--- config.mk ---
export PLATFORM = sky130hd
export DESIGN_NAME = lct_grid_mem
export DESIGN_NICKNAME = d
export VERILOG_FILES = /design/src/lct_grid_mem.sv
export SDC_FILE = /design/constraint.sdc
export NUM_CORES = 2
export LEC_CHECK = 0
export BUFFER_PORTS_ARGS = -buffer_cell sky130_fd_sc_hd__buf_4
export CAP_MARGIN = 5
export CORE_UTILIZATION = 55
export DETAILED_ROUTE_END_ITERATION = 8
export PLACE_DENSITY = 0.71
export SKIP_CTS_REPAIR_TIMING = 1
export SLEW_MARGIN = 20
export SYNTH_ARGS = -nofsm -noshare
export SYNTH_HDL_FRONTEND = slang
export SYNTH_SLANG_ARGS = --single-unit
export TNS_END_PERCENT = 1
--- constraint.sdc ---
create_clock -name clk -period 18.2 [get_ports clk]
set_clock_uncertainty 0.15 [all_clocks]
set_input_delay 3.64 -clock clk [delete_from_list [all_inputs] [get_ports clk]]
set_output_delay 3.64 -clock clk [all_outputs]
set_load 0.02 [all_outputs]
--- src/lct_grid_mem.sv ---
// ----------------------------------------------------------------------------
// lct_grid_mem
// Row-word memory of the grid: one write port and one read port with
// registered read data.
// ----------------------------------------------------------------------------
module lct_grid_mem #(
  parameter int DEPTH = 64,
  parameter int WIDTH = 64
) (
  input  logic                     clk,
  input  logic                     wr_en,
  input  logic [$clog2(DEPTH)-1:0] wr_addr,
  input  logic [WIDTH-1:0]         wr_data,
  input  logic [$clog2(DEPTH)-1:0] rd_addr,
  output logic [WIDTH-1:0]         rd_data
);

  logic [WIDTH-1:0] mem [DEPTH];

  // Write port.
  always_ff @(posedge clk) begin
    if (wr_en) begin
      mem[wr_addr] <= wr_data;
    end
  end

  // Registered read port.
  always_ff @(posedge clk) begin
    rd_data <= mem[rd_addr];
  end

endmodule

==> run metrics <==
Post-synth EDFFs a little over 4000; final core utilization 0.623; total power about 20 mW; top_reg_cell synth edfxtp_1; FF+latch count, synth between 4000 and 5000; setup tns final 0 ns; Routed Antenna Nets 0; area grow syn2layout 12.6%; Die ar. around 0.29 mm2; RSZ-0062 raised after global routing no; Mapped Nets 6676; GR Util met3 0.0592; CTS tree built; power per cell area 113 mW/mm2; Die W 535 um; Syn Inst Count 6598; global-route track usage on met2 0.476; vias in the first global route 76000; WL per Instance 38.5 um; Max Slew Vio Count 0; # setup viols final 0; Seq/Total Area, Yosys 0.795; TritonRoute pass-1 iters 6; vias post-DR 77200; first-pass GRT wire length 592000 um; GR peak layer met2; layout cells sized above 1 0.283; WP data required 18.79 ns; row cnt 195; minimum clock period 7.93 ns; Synth top cells by count edfxtp_1, mux4_2, buf_2; Peak VDD IR 108 uV; Placed Area approximately 0.16 mm2; Initial Util 0.553; startpoint types input port; Vias per Instance a little under 7; htree depth 5; Synth area leaders edfxtp_1, mux4_2, mux2i_1, dfxtp_1, a22oi_1; Final Cell Area 0.176 mm2; DRC 0; Crit. End Element register; Syn Std Cell Area approximately 0.16 mm2; Slew HR 0.134; GRT met1 Usage 0.419; die height 535 um; area leader, netlist edfxtp_1; Hold Vio Cnt, Final 0; RePlAce Congestion 0.794; Core Region around 0.28 mm2; CTS sink cnt 4160; status finished clean; critical path data arrival time roughly 8.5 ns; upper clock frequency limit 126 MHz; initial antenna violation count 28; Clock Path Buffers 4; Tot GR Track Use 0.300; IO Pins 142; clock latency on the worst-skew pair 0.99 ns; Hold Crit Class reg -> reg; largest net degree at the start of global routing 112; measured slew at the worst slew-check pin 1.30 ns; max-cap violations 0; Final period util 0.436; Nets 7064; Port Buffers 141; Leak Pwr 54.9 nW; Synth top area share 0.787; share of flip-flops with an asynchronous set or reset 0; cts bufs inserted 405; Worst Setup Path Type in -> reg; clock transition at the registers of the reported paths 0.06 ns; Critical Path Fanout Max 58; DPL Wire Length about 220000 um; final WL 427000 um; CTS root buf clkbuf_16; count leader, synth edfxtp_1; Syn Area/Cell around 24 um2; Detailed Route Iter0 Violations 11800; gr ovfl total 0; count of different cell masters after synthesis 33; Ys Warns 0
## final cells by class
class / instances / area (um2)
Antenna cell: 14 / 35.0
Clock buffer: 525 / 11000
Clock inverter: 230 / 2310
Fill cell: 18400 / 107000
Inverter: 19 / 71.3
Multi-Input combinational cell: 2049 / 30800
Sequential cell: 4160 / 124000
Tap cell: 3743 / 4680
Timing Repair Buffer: 351 / 2830
## critical path, cell delays in order
cell and delay [ns]:
buf_8 0.37, buf_4 0.67, buf_4 0.77, buf_4 0.90, buf_4 0.84, mux4_2 0.42
mux2i_1 0.17, o22ai_1 0.11, a41oi_1 0.28, a211oi_1 0.10
## worst paths after layout
| kind | from | endpoint | slack [ns] | cells after the start |
|---|---|---|---|---|
| min | mem[4][61] | rd_data[61] | 0.66 | 4 |
| max | rd_addr[2] | rd_data[40] | 10.27 | 10 |
| max reg2reg | mem[56][2] | rd_data[2] | 15.87 | 4 |
| min reg2reg | mem[4][61] | rd_data[61] | 0.66 | 4 |
## kinds of logic after synthesis
logic type	share of synthesized area
AOI/OAI and AO/OA	0.0248
buffers and inverters	0.0118
DFF	0.795
muxes	0.156
and+or+nand+nor	0.0124
## state kept, by name (all words and copies together), names as in the netlist
register	cells
rd_data	64
mem	4096
## placed cells by master (no fill, tap or decap), drive strengths merged
master	instances
dfxtp	64
nor2b	28
mux2i	135
or3	29
clkbuf	525
clkinv	160
o22ai	83
or3b	1
buf	351
nand2	58
nand2b	11
nand3b	2
nand4	2
inv	35
a211oi	63
bufinv	36
mux4	1024
a2bb2oi	19
or2	28
o221ai	38
diode	14
a31o	1
nor2	112
a22o	88
nor3	2
edfxtp	4096
a31oi	18
a41oi	26
nand3	45
and2	3
a22oi	168
nand4b	1
and3	64
clkinvlp	18
## per-stage QoR
step / hold slack [ns] / worst slack [ns] / cells
finish: 0.664 / 10.27 / 11100
global route: 0.695 / 10.14 / 11100
CTS: 0.657 / 10.44 / 11100
detailed placement: 0.673 / 9.43 / 10300
global placement: 0.660 / 9.42 / 10300
floorplan: 0.638 / 8.97 / 6598
## report_power, final
group	switching [mW]	leakage, nW	internal (mW)
Combinational	0.576	11.0	0.339
Clock	3.58	6.48	4.79
Sequential	0.0530	37.4	10.6
Total	4.21	54.9	15.7
## per-layer routing
metal / routed length, um / part of all wire
met1: 153000 / 0.36
met2: 207000 / 0.48
met3: 50800 / 0.12
met4: 16400 / 0.038
met5: 23 / 0.000054
Note: power is estimated with default switching activity, not from simulation.
