==> src/lct_pkg.sv <==
// ----------------------------------------------------------------------------
// lct_pkg
// Shared command codes, rule constants and the cell update rule for the
// toroidal life block.
// ----------------------------------------------------------------------------
package lct_pkg;

  // Command codes carried on the command port.
  localparam logic [2:0] CMD_SET    = 3'd0;
  localparam logic [2:0] CMD_TOGGLE = 3'd1;
  localparam logic [2:0] CMD_CLEAR  = 3'd2;
  localparam logic [2:0] CMD_STEP   = 3'd3;
  localparam logic [2:0] CMD_READ   = 3'd4;

  // Neighbor counts of the life rule.
  localparam logic [3:0] LIFE_SURVIVE = 4'd2;
  localparam logic [3:0] LIFE_BIRTH   = 4'd3;

  // A live cell survives with two or three neighbors; a dead one is born
  // with exactly three.
  function automatic logic life_rule(input logic alive, input logic [3:0] count);
    life_rule = (count == LIFE_BIRTH) || (alive && (count == LIFE_SURVIVE));
  endfunction

endpackage

==> src/lct_row_unit.sv <==
// ----------------------------------------------------------------------------
// lct_row_unit
// Computes the next generation of one row from the old rows above, at and
// below it, all columns in parallel, with the columns wrapping around.
// ----------------------------------------------------------------------------
module lct_row_unit
  import lct_pkg::*;
#(
  parameter int COLS = 64
) (
  input  logic [COLS-1:0] row_up,
  input  logic [COLS-1:0] row_mid,
  input  logic [COLS-1:0] row_dn,
  output logic [COLS-1:0] row_new
);

  // One neighbor counter and rule per column.
  for (genvar c = 0; c < COLS; c++) begin : g_col
    localparam int Lf = (c == 0) ? COLS - 1 : c - 1;
    localparam int Rt = (c == COLS - 1) ? 0 : c + 1;
    logic [3:0] count;

    assign count = 4'(row_up[Lf]) + 4'(row_up[c]) + 4'(row_up[Rt])
                 + 4'(row_mid[Lf]) + 4'(row_mid[Rt])
                 + 4'(row_dn[Lf]) + 4'(row_dn[c]) + 4'(row_dn[Rt]);
    assign row_new[c] = life_rule(row_mid[c], count);
  end

endmodule

==> config.mk <==
export PLATFORM = sky130hd
export DESIGN_NAME = lct_row_unit
export DESIGN_NICKNAME = d
export VERILOG_FILES = /design/src/lct_pkg.sv /design/src/lct_row_unit.sv
export SDC_FILE = /design/constraint.sdc
export NUM_CORES = 1
export LEC_CHECK = 0
export ABC_AREA = 1
export BUFFER_PORTS_ARGS = -buffer_cell sky130_fd_sc_hd__buf_2
export CORE_MARGIN = 2
export CORE_UTILIZATION = 42
export DETAILED_ROUTE_END_ITERATION = 6
export GPL_TIMING_DRIVEN = 0
export PLACE_DENSITY = 0.66
export SYNTH_ARGS = -nofsm -noshare
export SYNTH_HDL_FRONTEND = slang
export SYNTH_SLANG_ARGS = --single-unit
==> constraint.sdc <==
create_clock -name vclk -period 5.1
set_clock_uncertainty 0.15 [all_clocks]
set_input_delay 1.02 -clock vclk [all_inputs]
set_output_delay 1.02 -clock vclk [all_outputs]
set_load 0.05 [all_outputs]
==> flow_summary.json <==
{
  "status": "completed",
  "crit_family": "adder cells",
  "routed_wl_mm": 23.6,
  "drc_errors": 0,
  "worstSetupPathType": "in -> out",
  "crit_path_start_kind": "primary input",
  "drv_cap": 0,
  "worst-path-max-fanout": 3,
  "num_rows": 60,
  "nFillCells": 2574,
  "drive_above_1_share_pct": 25.3,
  "dr.first_iter.drc_count": 184,
  "syn_avg_cell_area_um2": 7.89,
  "path_cells": "buf_8 -> inv_6 -> fa_1 -> fa_1 -> fa_1 -> inv_2 -> ha_4 -> fa_1 -> nand3_2 -> a21oi_2 -> buf_6",
  "arrival_ns": 3.92,
  "setup_violations": 0,
  "yosysWarnings": 0,
  "fp.coreArea_um2": 27000,
  "wl_met1_mm": 10.0,
  "wire_per_inst_um": 11.4,
  "vias": 9182,
  "totalPowerFinal_uw": 4030,
  "dieArea_um2": 29000,
  "leakage_uw": 0.00833,
  "die_y_um": 170,
  "die-width_um": 170,
  "ant_nets": 0,
  "irDropWorstVdd_v": 0.000299,
  "place.gp.congestion": 0.855,
  "highest_layer": "met4",
  "dp_worst_setup_slack_ns": -0.0412,
  "postSynthCellCount": 1471,
  "antenna_found_initial": 1,
  "rsz0062_at_grt": "yes",
  "post-route-min-period_ns": 5.09,
  "grt_max_degree": 4,
  "yosysTopAreaCell": "fa_1",
  "grt_usage_pct": 16.6,
  "final_hold_viol_count": 0,
  "area_delta_synth_final_pct": 23.0,
  "final_common_cell": "inv_1",
  "port_buffers": 256,
  "final_cell_mix": "inv_1, fa_1, nand2_1, buf_2, ha_1",
  "synthTopCellsByArea": "fa_1, ha_1, inv_1",
  "slew_viol_final": 0,
  "ys_seq_area_share_pct": 0,
  "wl_met2_mm": 12.2,
  "final_core_util_pct": 52.8,
  "dp_hpwl_mm": 22.5,
  "grt_pass1_vias": 9674,
  "nNetsFinal": 2376,
  "period_share_pct": 99.8,
  "wl_met3_mm": 1.25,
  "grt_pass1_wl_mm": 40.8,
  "min_path_type": "in -> out",
  "synth_nets": 2111,
  "required_ns": 3.93,
  "seqCellArea_um2": 0,
  "cp_num_buf_inv": 4,
  "nClkBuffers": 0,
  "netlist.area_leader.share_pct": 44.2,
  "cp_slowest_cell": "fa_1",
  "syn_area_um2": 11600,
  "hold_ws_ns": 2.36,
  "nFlopsAndLatches": 0,
  "fmax_mhz": 196,
  "top_level_ports": 256,
  "powerDensity_nw_per_um2": 282,
  "cpPeakStageDelay_ns": 0.59,
  "maxSlewHeadroom_pct": 84.8,
  "initial_utilization_pct": 42.9,
  "synth_cell_types": 6,
  "grt.overflow.total": 0,
  "viasPerCell": 4.42,
  "endpoint_kind": "output port",
  "path_common_cell": "fa_1",
  "dr.pass1.iters": 4,
  "postLayoutSetupSlackWorst_ns": 0.00832,
  "tightest_slew_ns": 0.228
}
[cells in the mapped netlist]
cell type    n
nand3_1    128
a21oi_1     64
inv_1      639
fa_1       256
ha_1       192
nand2_1    192
[logic make-up after synthesis]
logic type	synth area share [%]
buf+inv	20.7
fa+ha+maj	64.8
simple gates	11.7
compound gates	2.76
[final timing paths]
path | start | end | slack, ns | depth (start not counted)
worst min-delay path | row_mid[42] | row_new[42] | 2.36 | 6
worst max-delay path | row_mid[42] | row_new[43] | 0.008 | 11
[tightest hold or removal path, cell delays in order]
cell and delay [ns]:
buf_8 0.10, inv_6 0.05, nand2_1 0.05, nand3_1 0.07
a21oi_2 0.04, buf_6 0.14
[where the power goes]
| group | internal, µW | switching (µW) |
|---|---|---|
| registers | 0 | 0 |
| clock network | 0.0000262 | 0 |
| logic | 1570 | 2460 |
| total | 1570 | 2460 |
[per-stage QoR]
stage / cells / cell area (µm²) / setup TNS, ns
final: 2076 / 14300 / 0
after global routing: 2076 / 14300 / -0.374
after CTS: 2068 / 13600 / 0
after detailed placement: 2068 / 13600 / -0.149
after global placement: 2068 / 13600 / 0
after floorplan: 1471 / 11800 / 0
[layer usage]
metal	vias to the layer above	track usage, %
met1	4290	21.3
met5	-	0
met2	185	31.7
met4	0	0.855
li1	4697	-
met3	10	1.53
[final cells by class]
class                           count  area [µm²]  area share, %
Tap cell                          341         427           2.99
Multi-Input combinational cell    832        9630           67.4
Inverter                          639        2460           17.2
Antenna cell                        1        2.50         0.0175
Timing Repair Buffer              263        1760           12.4
[repair_timing]
action	CTS	global route
gates resized for setup	16	306
hold buffers	0	0
setup endpoints to repair	16	64
pin swaps	0	68
buffers inserted	0	7
hold endpoints to repair	0	0
(Power assumes the default switching activity.)
